--- config.mk ---
export PLATFORM = sky130hd
export DESIGN_NAME = ascii_frame_validator
export DESIGN_NICKNAME = d
export VERILOG_FILES = /design/src/hw/rtl/afv_pkg.sv /design/src/hw/rtl/afv_in_reg.sv /design/src/hw/rtl/afv_check.sv /design/src/hw/rtl/afv_out_reg.sv /design/src/hw/rtl/ascii_frame_validator.sv
export VERILOG_INCLUDE_DIRS = /design/src /design/src/hw/rtl
export SDC_FILE = /design/constraint.sdc
export NUM_CORES = 1
export LEC_CHECK = 0
export BUFFER_PORTS_ARGS = -buffer_cell sky130_fd_sc_hd__buf_2
export CORE_ASPECT_RATIO = 1.25
export CORE_MARGIN = 2
export CORE_UTILIZATION = 40
export CTS_BUF_LIST = sky130_fd_sc_hd__clkbuf_8
export DETAILED_ROUTE_END_ITERATION = 16
export PLACE_DENSITY = 0.68
export SLEW_MARGIN = 25
export SYNTH_ARGS = -nofsm -noshare
export SYNTH_HDL_FRONTEND = slang
export SYNTH_SLANG_ARGS = --single-unit
--- constraint.sdc ---
create_clock -name clk_i -period 3.35 [get_ports clk_i]
set_clock_uncertainty 0.1 [all_clocks]
set_input_delay 0.5025 -clock clk_i [delete_from_list [all_inputs] [get_ports clk_i]]
set_output_delay 0.5025 -clock clk_i [all_outputs]
set_load 0.01 [all_outputs]
--- src/hw/rtl/ascii_frame_validator_defines.svh ---
// Assertion macros shared by the frame validator RTL.
// Each macro expects clk_i and rst_ni in scope at the point of use.
`ifndef ASCII_FRAME_VALIDATOR_DEFINES_SVH
`define ASCII_FRAME_VALIDATOR_DEFINES_SVH

// General implication or condition, checked out of reset
`define AFV_ASSERT(lbl, prop, msg) \
  lbl: assert property (@(posedge clk_i) disable iff (!rst_ni) prop) else $error(msg);

// Condition that must never be true
`define AFV_ASSERT_NEVER(lbl, cond, msg) \
  `AFV_ASSERT(lbl, !(cond), msg)

`endif

--- src/hw/rtl/afv_pkg.sv ---
// Shared types, character constants and the hex digit decoder
// for the ASCII frame validator. No dependencies.
package afv_pkg;

  // Default buffer length limit
  localparam int unsigned MaxBytesDefault = 256;

  // Framing characters
  localparam logic [7:0] CharStart = 8'h24;
  localparam logic [7:0] CharCr    = 8'h0d;
  localparam logic [7:0] CharLow   = 8'h21;
  localparam logic [7:0] CharHigh  = 8'h7a;

  // Hex decoding constants
  localparam logic [7:0] HexZero   = 8'd48;
  localparam logic [7:0] HexGap    = 8'd7;
  localparam logic [7:0] HexTen    = 8'd10;

  // Lowest index at which the return may sit
  localparam logic [7:0] MinCrIndex = 8'd9;

  typedef enum logic [1:0] {
    VerdictGood     = 2'd0,
    VerdictNotProto = 2'd1,
    VerdictBadSum   = 2'd2
  } verdict_e;

  // One input item
  typedef struct packed {
    logic [7:0] rx_byte;
    logic       end_of_buffer;
  } item_t;

  // Evaluation of the item held in the input stage
  typedef struct packed {
    logic       settled;
    verdict_e   verdict;
    logic [7:0] frame_length;
  } check_res_t;

  // Uppercase hex digit, wrapping, no error on non-hex input
  function automatic logic [7:0] hex_digit(input logic [7:0] c);
    logic [7:0] d;
    d = c - HexZero;
    if (d >= HexTen) begin
      d = d - HexGap;
    end
    return d;
  endfunction

endpackage

--- src/hw/rtl/afv_in_reg.sv ---
// Input register stage of the frame validator.
// Depends on afv_pkg for the item type.
module afv_in_reg (
  input  logic           clk_i,
  input  logic           rst_ni,
  input  logic           in_valid_i,
  output logic           in_ready_o,
  input  afv_pkg::item_t in_item_i,
  input  logic           advance_i,
  output logic           hold_valid_o,
  output afv_pkg::item_t hold_item_o
);
  import afv_pkg::*;

  logic  valid_q, valid_d;
  item_t item_q;

  // Stage takes a new item when empty or when its item moves on
  assign in_ready_o = !valid_q || advance_i;

  always_comb begin
    valid_d = valid_q;
    if (in_ready_o) begin
      valid_d = in_valid_i;
    end
  end

  always_ff @(posedge clk_i or negedge rst_ni) begin
    if (!rst_ni) begin
      valid_q <= 1'b0;
    end else begin
      valid_q <= valid_d;
    end
  end

  // Payload, no reset
  always_ff @(posedge clk_i) begin
    if (in_ready_o && in_valid_i) begin
      item_q <= in_item_i;
    end
  end

  assign hold_valid_o = valid_q;
  assign hold_item_o  = item_q;

endmodule

--- src/hw/rtl/afv_check.sv ---
// Frame check logic: per-buffer state and the verdict decision.
// Depends on afv_pkg for types, constants and hex_digit.
module afv_check #(
  parameter int unsigned MaxBytes = afv_pkg::MaxBytesDefault
) (
  input  logic                clk_i,
  input  logic                rst_ni,
  input  afv_pkg::item_t      item_i,
  input  logic                fire_i,
  output afv_pkg::check_res_t res_o
);
  import afv_pkg::*;

  localparam logic [8:0] LastIndex = 9'(MaxBytes - 1);

  logic [7:0] index_q, index_d;
  logic [7:0] sum_q, sum_d;
  logic [7:0] prev_q, prev_d;
  logic [7:0] prev2_q, prev2_d;
  logic       given_q, given_d;

  logic [7:0] pair;
  logic [7:0] hi_digit, lo_digit;
  logic       settled;
  verdict_e   verdict;
  logic [7:0] frame_len;

  // High digit shifted up, low digit OR'd in whole (non-hex input can exceed 15)
  assign hi_digit = hex_digit(prev2_q);
  assign lo_digit = hex_digit(prev_q);
  assign pair     = {hi_digit[3:0], 4'b0000} | lo_digit;

  // Verdict decision for the held item
  always_comb begin
    settled   = 1'b0;
    verdict   = VerdictNotProto;
    frame_len = 8'd0;
    if (!given_q) begin
      if (index_q == 8'd0) begin
        settled = (item_i.rx_byte != CharStart);
      end else if (item_i.rx_byte == CharCr) begin
        settled = 1'b1;
        if (index_q >= MinCrIndex) begin
          verdict   = (pair == sum_q) ? VerdictGood : VerdictBadSum;
          frame_len = index_q;
        end
      end else if (item_i.rx_byte < CharLow || item_i.rx_byte > CharHigh) begin
        settled = 1'b1;
      end
      // length limit or end of buffer without a verdict
      if (!settled && ({1'b0, index_q} >= LastIndex || item_i.end_of_buffer)) begin
        settled = 1'b1;
      end
    end
  end

  // State update on a consumed item
  always_comb begin
    index_d = index_q;
    sum_d   = sum_q;
    prev_d  = prev_q;
    prev2_d = prev2_q;
    given_d = given_q;
    if (fire_i) begin
      if (!given_q && !settled) begin
        sum_d   = sum_q + prev2_q;
        prev2_d = prev_q;
        prev_d  = item_i.rx_byte;
        index_d = index_q + 8'd1;
      end
      if (item_i.end_of_buffer) begin
        index_d = 8'd0;
        sum_d   = 8'd0;
        prev_d  = 8'd0;
        prev2_d = 8'd0;
        given_d = 1'b0;
      end else if (settled) begin
        given_d = 1'b1;
      end
    end
  end

  always_ff @(posedge clk_i or negedge rst_ni) begin
    if (!rst_ni) begin
      index_q <= 8'd0;
      sum_q   <= 8'd0;
      prev_q  <= 8'd0;
      prev2_q <= 8'd0;
      given_q <= 1'b0;
    end else begin
      index_q <= index_d;
      sum_q   <= sum_d;
      prev_q  <= prev_d;
      prev2_q <= prev2_d;
      given_q <= given_d;
    end
  end

  assign res_o.settled      = settled;
  assign res_o.verdict      = verdict;
  assign res_o.frame_length = frame_len;

endmodule

--- src/hw/rtl/afv_out_reg.sv ---
// Result register of the frame validator with valid/ready output.
// Depends on afv_pkg for the verdict type.
module afv_out_reg (
  input  logic              clk_i,
  input  logic              rst_ni,
  input  logic              load_i,
  input  afv_pkg::verdict_e verdict_i,
  input  logic [7:0]        frame_length_i,
  output logic              free_o,
  output logic              out_valid_o,
  input  logic              out_ready_i,
  output logic [1:0]        verdict_o,
  output logic [7:0]        frame_length_o
);
  import afv_pkg::*;

  logic       valid_q, valid_d;
  verdict_e   verdict_q;
  logic [7:0] len_q;

  // Slot is free when empty or being drained this cycle
  assign free_o = !valid_q || out_ready_i;

  always_comb begin
    valid_d = valid_q && !out_ready_i;
    if (load_i) begin
      valid_d = 1'b1;
    end
  end

  always_ff @(posedge clk_i or negedge rst_ni) begin
    if (!rst_ni) begin
      valid_q <= 1'b0;
    end else begin
      valid_q <= valid_d;
    end
  end

  always_ff @(posedge clk_i) begin
    if (load_i) begin
      verdict_q <= verdict_i;
      len_q     <= frame_length_i;
    end
  end

  assign out_valid_o    = valid_q;
  assign verdict_o      = 2'(verdict_q);
  assign frame_length_o = len_q;

endmodule

--- src/hw/rtl/ascii_frame_validator.sv ---
// ASCII frame validator: '$'-framed, hex-checksummed UART buffer check.
// Depends on afv_pkg, afv_in_reg, afv_check, afv_out_reg and the defines header.
//
// Usage:
//   Input channel (in_valid_i / in_ready_o) carries one received byte per item,
//   rx_byte_i, with end_of_buffer_i set on the last byte of a buffer.
//   Output channel (out_valid_o / out_ready_i) carries at most one verdict per
//   buffer: verdict_o (0 good, 1 not this protocol, 2 checksum mismatch) and
//   frame_length_o (index of the terminating return, 0 for verdict 1).
//   A settling byte is checked while held in the input register and is loaded
//   into the result register when the result slot is free; the load raises
//   out_valid_o.
//   Throughput: one byte per cycle while no settling byte waits on the result
//   slot; per-byte state (index, running sum, last two bytes) updates in afv_check.
//   Bytes that settle nothing pass through without waiting on the output side.
//   A settling byte waits in the input register while an earlier verdict is
//   still unread, so a stalled receiver backs up the input after one item.
//   Reset (rst_ni low, asynchronous) empties both registers and clears the
//   per-buffer state; the next byte is taken as index 0.
module ascii_frame_validator #(
  parameter int unsigned MaxBytes = afv_pkg::MaxBytesDefault
) (
  input  logic       clk_i,
  input  logic       rst_ni,
  input  logic       in_valid_i,
  output logic       in_ready_o,
  input  logic [7:0] rx_byte_i,
  input  logic       end_of_buffer_i,
  output logic       out_valid_o,
  input  logic       out_ready_i,
  output logic [1:0] verdict_o,
  output logic [7:0] frame_length_o
);
  import afv_pkg::*;

  `include "ascii_frame_validator_defines.svh"

  item_t      in_item;
  item_t      hold_item;
  logic       hold_valid;
  check_res_t chk_res;
  logic       out_free;
  logic       fire;
  logic       load;

  assign in_item.rx_byte       = rx_byte_i;
  assign in_item.end_of_buffer = end_of_buffer_i;

  // Held item moves on unless it settles while the result slot is busy
  assign fire = hold_valid && (!chk_res.settled || out_free);
  assign load = fire && chk_res.settled;

  afv_in_reg u_in_reg (
    .clk_i       (clk_i),
    .rst_ni      (rst_ni),
    .in_valid_i  (in_valid_i),
    .in_ready_o  (in_ready_o),
    .in_item_i   (in_item),
    .advance_i   (fire),
    .hold_valid_o(hold_valid),
    .hold_item_o (hold_item)
  );

  afv_check #(
    .MaxBytes(MaxBytes)
  ) u_check (
    .clk_i (clk_i),
    .rst_ni(rst_ni),
    .item_i(hold_item),
    .fire_i(fire),
    .res_o (chk_res)
  );

  afv_out_reg u_out_reg (
    .clk_i         (clk_i),
    .rst_ni        (rst_ni),
    .load_i        (load),
    .verdict_i     (chk_res.verdict),
    .frame_length_i(chk_res.frame_length),
    .free_o        (out_free),
    .out_valid_o   (out_valid_o),
    .out_ready_i   (out_ready_i),
    .verdict_o     (verdict_o),
    .frame_length_o(frame_length_o)
  );

  // Checks
  `AFV_ASSERT_NEVER(a_load_busy, load && !out_free, "result loaded over unread verdict")
  `AFV_ASSERT(a_np_len, (out_valid_o && verdict_o == VerdictNotProto) |-> frame_length_o == 8'd0, "not-protocol verdict with nonzero length")
  `AFV_ASSERT(a_frame_len, (out_valid_o && verdict_o != VerdictNotProto) |-> frame_length_o >= MinCrIndex, "frame verdict with short length")
  `AFV_ASSERT(a_load_shows, load |=> out_valid_o, "loaded verdict not presented")

endmodule
Word-level counts from Yosys, hierarchy flattened --
Cells that the tools add are included.
Storage, ports and cells: flip-flop bits (word level) 54, output and inout port bits 12, word-level logic and storage cells 72
Cells by class: add/subtract/negate cells 6, magnitude comparators 6, equality and inequality tests 3, mux-type cells 20, bitwise gates (word level) 3, reductions and logical operators 23
Operators with widths (number):
- 2-to-1 mux 8 bit | 9
- greater-or-equal comparator 8 x 4 -> 1 bit (second input constant) | 3
- subtractor 8 x 6 -> 8 bit (second input constant) | 2
- 2-to-1 mux 1 bit | 9
- adder 8 x 1 -> 8 bit (second input constant) | 1
- adder 8 bit | 1
- == test 8 x 4 -> 1 bit (second input constant) | 1
- == test 8 bit | 1
- greater-or-equal comparator 8 bit (second input constant) | 1
- greater-than comparator 8 x 7 -> 1 bit (second input constant) | 1
- zero test 8 bit | 1
- < comparator 8 x 6 -> 1 bit (second input constant) | 1
- != test 8 x 6 -> 1 bit (second input constant) | 1
- OR 8 bit | 1
- subtractor 8 x 3 -> 8 bit (second input constant) | 1
- logical AND 1 bit | 6
- zero test 1 bit | 6
- logical OR 1 bit | 5
- 2-to-1 mux 4 bit | 1
- AND reduction 2 bit | 2
- nonzero test 2 bit | 2
- OR reduction 4 bit | 1
- subtractor 4 x 3 -> 4 bit (second input constant) | 1
- 2-to-1 mux 2 bit | 1
- inverter 1 bit | 2

Logic depth before layout (Yosys ltp) --
Gate-level depths: netlist (run 1).
depth after elaboration 15, mapped depth 10, depth with buffers taken out 9

Hierarchy --
A second synthesis (run 1) with hierarchy kept.
Unflattened totals: cell total of the unflattened synthesis 320, area, all modules 3189.3 µm²
Modules (own cells, without submodules):
- afv_check | times used 1, cells an instance 291, area an instance 2498.6 µm², sequential area each 825.8 µm²
- afv_out_reg | times used 1, cells an instance 13, area an instance 347.8 µm², sequential area each 325.3 µm²
- afv_in_reg | times used 1, cells an instance 13, area an instance 324.1 µm², sequential area each 295.3 µm²
- ascii_frame_validator | times used 1, cells an instance 3, area an instance 18.8 µm², sequential area each 0.0 µm²

Worst setup path after synthesis (run 1) --
Ideal clock, no wire load.
path type flip-flop to flip-flop, from register u_check.prev2_q[1], to register u_check.sum_q[7], library setup time 120 ps, data arrival time 2247 ps, data required time 3130 ps, slack 883 ps, stages on the path, launching flop included 9, buffers on the path 0, period minus slack after synthesis 2467 ps, path through dfrtp_1 -> ha_1 -> a21o_1 -> a21oi_2 -> o21bai_1 -> a2111oi_1 -> nor4_1 -> a211o_1 -> a31o_1
Between the ends: word-level cells in the longest chain between the ends 3
RTL lines:
- from (decl) | RTL line afv_check.sv:19 | logic [7:0] prev2_q, prev2_d;
- from (signal assigned) | RTL line afv_check.sv:94 | prev2_q <= prev2_d;
- adder 8 bit | RTL line afv_check.sv:66 | sum_d = sum_q + prev2_q;
- 2-to-1 mux 8 bit | RTL line afv_check.sv:65 | if (!given_q && !settled) begin
- 2-to-1 mux 8 bit | RTL line afv_check.sv:71 | if (item_i.end_of_buffer) begin
- to (signal assigned) | RTL line afv_check.sv:92 | sum_q <= sum_d;
- to (decl) | RTL line afv_check.sv:17 | logic [7:0] sum_q, sum_d;
No other way between the ends. The select of a mux whose other input is x is not followed. A chain may end at the register's enable or synchronous reset.

Worst setup path in the final report (run 1) --
from register u_check.index_q[0], to output in_ready_o
Between the ends: word-level cells in the longest chain between the ends 11
RTL lines:
- from (decl) | RTL line afv_check.sv:16 | logic [7:0] index_q, index_d;
- from (signal assigned) | RTL line afv_check.sv:91 | index_q <= index_d;
- parallel branches: the longest is 5 deep, another holds greater-or-equal comparator 8 bit
- 2-to-1 mux 1 bit (*) | RTL line afv_check.sv:51 | if (!settled && ({1'b0, index_q} >= LastIndex || item_i.end_of_buffer)) begin
- 2-to-1 mux 1 bit (*) | RTL line afv_check.sv:38 | if (!given_q) begin
- zero test 1 bit (*) | RTL line ascii_frame_validator.sv:50 | assign fire = hold_valid && (!chk_res.settled || out_free);
- logical OR 1 bit (*) | RTL line ascii_frame_validator.sv:50
- logical AND 1 bit (*) | RTL line ascii_frame_validator.sv:50
- logical OR 1 bit (*) | RTL line afv_in_reg.sv:19 | assign in_ready_o = !valid_q || advance_i;
- to (decl) | RTL line ascii_frame_validator.sv:26 | output logic in_ready_o,
Mark *: on every way between the ends. The select of a mux whose other input is x is not followed.

==> impl_summary.txt, run 1 <==
----------------------------------------------------
[Status]
  Run status ... finished clean

[Synth]
  Fraction of the yosys area taken by sequential cells ... 0.461
  Number of storage elements in the synthesis netlist ... 54
  Number of warnings reported in the yosys synthesis log ... 0
  Async set-or-reset flop fraction in the synthesized netlist ... 0.648
  Syn nets ... 344
  Combined area of all synthesized cells ... 3140 um2
  Syn_area_per_cell ... 9.99 um2
  Ys flop type ... sky130_fd_sc_hd__dfrtp_1
  Number of enable flip-flop cells after synthesis ... 19
  Post-Syn Instances ... 314
  Library cells used by synthesis ... 59

[Global routing]
  Pin count of the biggest net entering global routing ... 36
  Total Routing Usage GR ... 0.150
  Remaining global-route overflow ... 0
  First-pass GRT wire length ... 10500 um
  Initial antenna violation count ... 0
  Via count of the first global-routing pass ... 2307

[Die]
  Overall die width ... 83.2 um
  Std cell rows ... 36
  Die height ... 103 um
  Area of the core ... 7700 um2
  Top-Level Pins ... 25
  Initial Utilization ... 0.407
  Die Outline Area ... 8570 um2

[STA]
  Final Hold Fails ... 0
  Unrepaired setup endpoints after global routing ... no
  Fmax ... 0.330 GHz
  Worst path setup slack after routing ... 0.319 ns
  Max-slew violations ... 0
  Worst Max-Slew Pin Slew ... 0.803 ns
  Final setup violating endpoints ... 0
  Max-slew headroom at the worst pin ... 0.464
  Accumulated negative setup slack ... 0 ns
  Post-layout min period ... 3.03 ns
  Tcrit/Tclk final ... 0.905

[Detailed routing]
  Average vias per placed instance ... 5.37
  DRC marker count from the first detailed-route iteration ... 65
  Detailed-route via count ... 2320
  First drt pass iteration count ... 4
  DRC violation count after routing ... 0
  Total wire length after detailed routing ... 6080 um
  Routed wirelength normalized by instance count ... 14.1 um
  Number of nets with antenna violations after routing ... 0

[Critical path]
  Worst Setup Path Type ... flip-flop to output pin
  Critical path endpoint category ... output pin
  WP data arrival ... 2.43 ns
  Critical Path Slowest Stage Cell ... sky130_fd_sc_hd__dfrtp_1
  Critical Path Source Type ... flip-flop
  Maximum fanout along the worst path ... 6
  Required time worst endpoint ... 2.75 ns
  Critical-path cell list ... inv_1, ha_1, nand2b_1, nor3b_2, a2111oi_1, o21ai_1, nand2_1, or2_1, buf_2
  Largest stage delay on the critical path ... 0.43 ns

[Clocking]
  H-Tree Level Count ... 2
  Clock latency on the worst-skew pair ... 0.30 ns
  Hold buffer count at cts ... 0
  Clk Tree Root Cell ... sky130_fd_sc_hd__clkbuf_8
  Bufs on Longest Clock Path ... 2
  Total number of clock tree sinks ... 54
  TritonCTS buffer count ... 5
  Clock slew seen by the registers of the worst setup and hold paths ... 0.09 ns
  Postcts setup bufs ... 0
  TritonCTS clock tree ... built
  Resized Gates After CTS ... 0

[Placed design]
  RD Place Congestion ... 0.843
  Hpwl dp ... 4420 um
  Cell total after placement ... 424
  Worst-case setup slack after placement ... 0.581 ns
  Number of input and output port buffers inserted ... 24

[Cells and area]
  Post-synthesis to final-layout area growth ... 9.89%
  Most frequent standard cell in the layout excluding fill and tap cells ... sky130_fd_sc_hd__nand2_1
  Highest-count cells in the layout ignoring fill and taps ... sky130_fd_sc_hd__nand2_1, sky130_fd_sc_hd__dfrtp_1, sky130_fd_sc_hd__buf_2, sky130_fd_sc_hd__edfxtp_1
  Fillers ... 720
  Final Net Count ... 366
  Diode count ... 0
  Final std cells w/o fill ... 432
  Share of layout cells above drive strength 1 ... 0.125

[Pwr]
  Leak Pwr ... 1.53 nW
  Power per standard cell area ... 367 nW/um2
  Highest ir drop seen on vdd ... 0.000256 V

[Hold path]
  Class of the tightest hold or removal check ... input pin to async pin

[Run]
  Maximum capacitance violations ... 0

----------------------------------------------------
state kept, by name, summed over array words and instances (netlist names):
register / flops
u_in_reg.hold_item_o: 9
u_check.index_q: 8
u_check.prev2_q: 8
u_check.prev_q: 8
u_check.sum_q: 8
u_out_reg.frame_length_o: 8
u_out_reg.verdict_o: 2
u_check.given_q: 1
u_in_reg.hold_valid_o: 1
u_out_reg.out_valid_o: 1
power by group:
group | switching, mW | total (mW) | internal, mW | leakage (nW)
clock network | 0.207 | 0.396 | 0.190 | 0.0544
registers | 0.0271 | 0.746 | 0.719 | 0.659
logic | 0.0743 | 0.123 | 0.0485 | 0.820
stage by stage:
stage	power [mW]	util	area, um2	hold slack [ns]
detailed placement	0.885	0.434	3340	0.405
global placement	0.882	0.434	3340	0.409
floorplan	0.833	-	3140	0.107
finish	1.27	0.448	3450	0.183
global route	1.32	0.448	3450	0.253
CTS	1.28	0.448	3450	0.219
per-layer routing:
metal  vias up  track usage  wire, um
met5         -            0         0
met4         0       0.0492       131
met3        12       0.0224       167
met2        34        0.279      3090
met1      1111        0.179      2680
li1       1163            -         -
logic make-up after synthesis:
group                    count (synthesis)  synth area share
XOR/XNOR                                22            0.0614
AND/OR/NAND/NOR                        134             0.233
AO/OA/AOI/OAI                           61             0.135
buffers and inverters                   24            0.0323
multiplexers                             2           0.00678
adder cells (fa/ha/maj)                 17            0.0702
flip-flops                              54             0.461
cell usage after synthesis (all sizes together), types with 10 or more instances:
library cell	n	share of area
nand2	51	0.061
dfrtp	35	0.28
edfxtp	19	0.18
nor2	17	0.021
ha	16	0.064
nand3b	15	0.036
a21oi	12	0.020
inv	12	0.014
xor2	12	0.034
o21ai	11	0.018
o31ai	10	0.024
xnor2	10	0.028
layout make-up:
cell class                      count  area, um2  share of cell area
Clock buffer                        7       96.3              0.0279
Clock inverter                      1       8.76             0.00254
Inverter                           12       45.0              0.0131
Multi-Input combinational cell    236       1590               0.461
Sequential cell                    54       1450               0.420
Tap cell                           95        119              0.0345
Timing Repair Buffer               27        143              0.0414
final timing paths:
path	slack (ns)	from	depth (start not counted)	end
min reg2reg	0.44	u_in_reg.hold_item_o[5]	2	u_check.prev_q[4]
max	0.32	u_check.index_q[0]	9	in_ready_o
max in group asynchronous	2.47	rst_ni	1	u_check.prev_q[3]
max reg2reg	0.53	u_check.prev2_q[1]	8	u_check.sum_q[7]
min in group clk_i	0.27	end_of_buffer_i	1	u_in_reg.hold_item_o[0]
min	0.18	rst_ni	1	u_check.sum_q[6]
critical path, delay by kind of cell (launching register included):
family	cells	cell delay, ns
buffers and inverters	2	0.31
DFF	1	0.43
adders and majority gates	1	0.18
AOI/OAI and AO/OA	2	0.51
and+or+nand+nor	4	0.70
(Power assumes the default switching activity.)
==> run 2, diff against run 1 <==
Settings changed: BUFFER_PORTS_ARGS -buffer_cell sky130_fd_sc_hd__buf_2 to -buffer_cell sky130_fd_sc_hd__buf_4, RECOVER_POWER from default to 100.
==> impl_summary.txt, run 2 (synthesis gave the netlist of run 1 again) <==
----------------------------------------------------
[Status]
  Run status ... complete, but fails checks
  Violations in the final reports ... capacitance limit, slew limit

[STA]
  Final setup violating endpoints ... 0 (unchanged)
  Accumulated negative setup slack ... 0 ns (unchanged)
  Worst Max-Slew Pin Slew ... 2.00 ns (+1.20 ns)
  Final Hold Fails ... 0 (unchanged)
  Worst path setup slack after routing ... 0.395 ns (+0.0765 ns)
  Post-layout min period ... 2.95 ns (-0.0765 ns)
  Fmax ... 0.338 GHz (+2.6%)
  Max-slew headroom at the worst pin ... -0.333 (-0.797)
  Unrepaired setup endpoints after global routing ... no
  Max-slew violations ... 36 (+36)
  Tcrit/Tclk final ... 0.882 (-0.0228)

[Clocking]
  TritonCTS clock tree ... built
  Total number of clock tree sinks ... 54 (unchanged)
  Postcts setup bufs ... 0 (unchanged)
  Clock latency on the worst-skew pair ... 0.30 ns (about the same)
  Clk Tree Root Cell ... sky130_fd_sc_hd__clkbuf_8
  Resized Gates After CTS ... 0 (unchanged)
  Bufs on Longest Clock Path ... 2 (unchanged)
  H-Tree Level Count ... 2 (unchanged)
  Clock slew seen by the registers of the worst setup and hold paths ... 0.09 ns (about the same)
  Hold buffer count at cts ... 0 (unchanged)
  TritonCTS buffer count ... 5 (unchanged)

[Pwr]
  Combinational share of power ... 0.094 (-0.003)
  Highest ir drop seen on vdd ... 0.000288 V (+12%)
  Clock network fraction of design power ... 0.322 (+0.009)
  Sequential group share of total power ... 0.583 (-0.007)
  Internal power ... 0.983 mW (+2.7%)
  Power per standard cell area ... 372 nW/um2 (+1.2%)
  NetSw ... 0.298 mW (-3.4%)
  Switching power share of the total ... 0.232 (-0.0111)
  Leak Pwr ... 1.50 nW (-2.0%)

[Detailed routing]
  Total wire length after detailed routing ... 5970 um (-1.7%)
  DRC violation count after routing ... 0 (unchanged)
  DRC marker count from the first detailed-route iteration ... 106 (+63%)
  Average vias per placed instance ... 5.39 (+0.39%)
  Routed wirelength normalized by instance count ... 13.8 um (-1.7%)
  Number of nets with antenna violations after routing ... 0 (unchanged)
  Detailed-route via count ... 2329 (+0.39%)
  First drt pass iteration count ... 4 (unchanged)

[Placed design]
  Number of input and output port buffers inserted ... 24 (unchanged)
  Hpwl dp ... 4360 um (-1.2%)
  Worst-case setup slack after placement ... 0.608 ns (+0.0264 ns)
  RD Place Congestion ... 0.817 (-3.1%)
  Placement-stage cell area ... 3400 um2 (+1.8%)

[Critical path]
  Required time worst endpoint ... 2.75 ns (about the same)
  Largest stage delay on the critical path ... 0.43 ns (about the same)
  Reg2Reg Launch Point ... u_check.index_q[0]
  Crit path buffers/inverters ... 2 (unchanged)
  WP data arrival ... 2.35 ns (-0.08 ns)
  Critical path endpoint category ... output pin
  Critical Path Slowest Stage Cell ... sky130_fd_sc_hd__dfrtp_1
  Critical Path Source Type ... flip-flop
  Total stage count of the critical path ... 9 (unchanged)
  Worst Setup Path Type ... flip-flop to output pin
  Delay-heaviest family, CP ... compound AO/OA/AOI/OAI gates
  Critical-path cell list ... inv_1, ha_1, nand2b_1, nor3b_2, a2111oi_1, o21ai_1, nand2_1, or2_0, clkbuf_1
  Worst R2R Setup Slack ... 0.40 ns (-0.13 ns)
  Logic depth of the worst register-to-register path ... 10 (+2)
  Maximum fanout along the worst path ... 6 (unchanged)
  Critical path origin ... u_check.index_q[0]

[Cells and area]
  Layout Cell Area excl Fill ... 3450 um2 (unchanged)
  Most frequent standard cell in the layout excluding fill and tap cells ... sky130_fd_sc_hd__nand2_1
  Highest-count cells in the layout ignoring fill and taps ... sky130_fd_sc_hd__nand2_1, sky130_fd_sc_hd__dfrtp_1, sky130_fd_sc_hd__edfxtp_1, sky130_fd_sc_hd__nor2_1, sky130_fd_sc_hd__ha_1
  Post-synthesis to final-layout area growth ... 9.89% (unchanged)
  Finished Core Util ... 0.448 (unchanged)
  Max reg flops ... 9 (unchanged)
  Diode count ... 0 (unchanged)
  Final Net Count ... 366 (unchanged)
  Share of layout cells above drive strength 1 ... 0.0742 (-0.0504)
  Fillers ... 750 (+4.2%)

[Die]
  Area of the core ... 7700 um2 (unchanged)
  Initial Utilization ... 0.407 (unchanged)
  Overall die width ... 83.2 um (unchanged)
  Top-Level Pins ... 25 (unchanged)
  Die Outline Area ... 8570 um2 (unchanged)
  Die height ... 103 um (unchanged)
  Std cell rows ... 36 (unchanged)

[Hold path]
  Class of the tightest hold or removal check ... input pin to flip-flop
  Origin of the worst min-delay path ... in_valid_i
  Cells on Worst Hold Path ... 2

[Global routing]
  First-pass GRT wire length ... 10100 um (-4.2%)
  Remaining global-route overflow ... 0 (unchanged)
  Via count of the first global-routing pass ... 2204 (-4.5%)
  Total Routing Usage GR ... 0.145 (-0.00551)
  Pin count of the biggest net entering global routing ... 36 (unchanged)
  Initial antenna violation count ... 0 (unchanged)

[Run]
  Maximum capacitance violations ... 1 (+1)

----------------------------------------------------
-- run 2: final timing paths --
| kind | to |
|---|---|
| setup / recovery | in_ready_o |
| hold / removal | u_in_reg.hold_valid_o |
| setup reg to reg | u_check.index_q[7] |
| hold reg to reg | u_check.prev2_q[6] |
| max in group asynchronous | u_check.prev_q[2] |
| min in group asynchronous | u_check.sum_q[7] |
-- run 2: worst register-to-register path, stage by stage, from the launching register on --
cell                        delay [ns]
sky130_fd_sc_hd__dfrtp_1          0.43
sky130_fd_sc_hd__inv_1            0.12
sky130_fd_sc_hd__ha_1             0.21
sky130_fd_sc_hd__nand2b_1         0.09
sky130_fd_sc_hd__nor3b_2          0.06
sky130_fd_sc_hd__a2111oi_1        0.41
sky130_fd_sc_hd__o211a_1          0.26
sky130_fd_sc_hd__clkbuf_1         0.71
sky130_fd_sc_hd__nand4_1          0.21
sky130_fd_sc_hd__xor2_1           0.18
sky130_fd_sc_hd__nor2_1           0.05
-- run 2: cell type report --
| type | instances | area (um2) | area share |
|---|---|---|---|
| Multi-Input combinational cell | 236 | 1580 | 0.459 |
| Clock buffer | 5 | 68.8 | 0.0200 |
| Sequential cell | 54 | 1450 | 0.420 |
| Inverter | 12 | 45.0 | 0.0131 |
| Clock inverter | 3 | 37.5 | 0.0109 |
| Tap cell | 95 | 119 | 0.0345 |
| Timing Repair Buffer | 27 | 148 | 0.0428 |
-- run 2: metal layers --
metal  global-route usage  up-vias  share of wire
met2                0.254       40           0.51
met5                    0        -              0
li1                     -     1160              -
met1                0.181     1124           0.45
met4               0.0467        0         0.0089
met3               0.0280        5          0.035
-- run 2: power by group through the flow --
stage	clock, mW	sequential [mW]	combinational (mW)
finish	0.413	0.747	0.121
global route	0.452	0.753	0.137
CTS	0.431	0.747	0.136
detailed placement	0	0.761	0.136
global placement	0	0.759	0.134
floorplan	0	0.760	0.0735
-- run 2: metrics by stage --
step,std cells,total power [mW],hold slack [ns]
after floorplan,314,0.833,0.107
after global placement,424,0.893,0.396
after detailed placement,424,0.897,0.400
after CTS,432,1.31,0.0611
after global routing,432,1.34,0.283
final,432,1.28,0.297
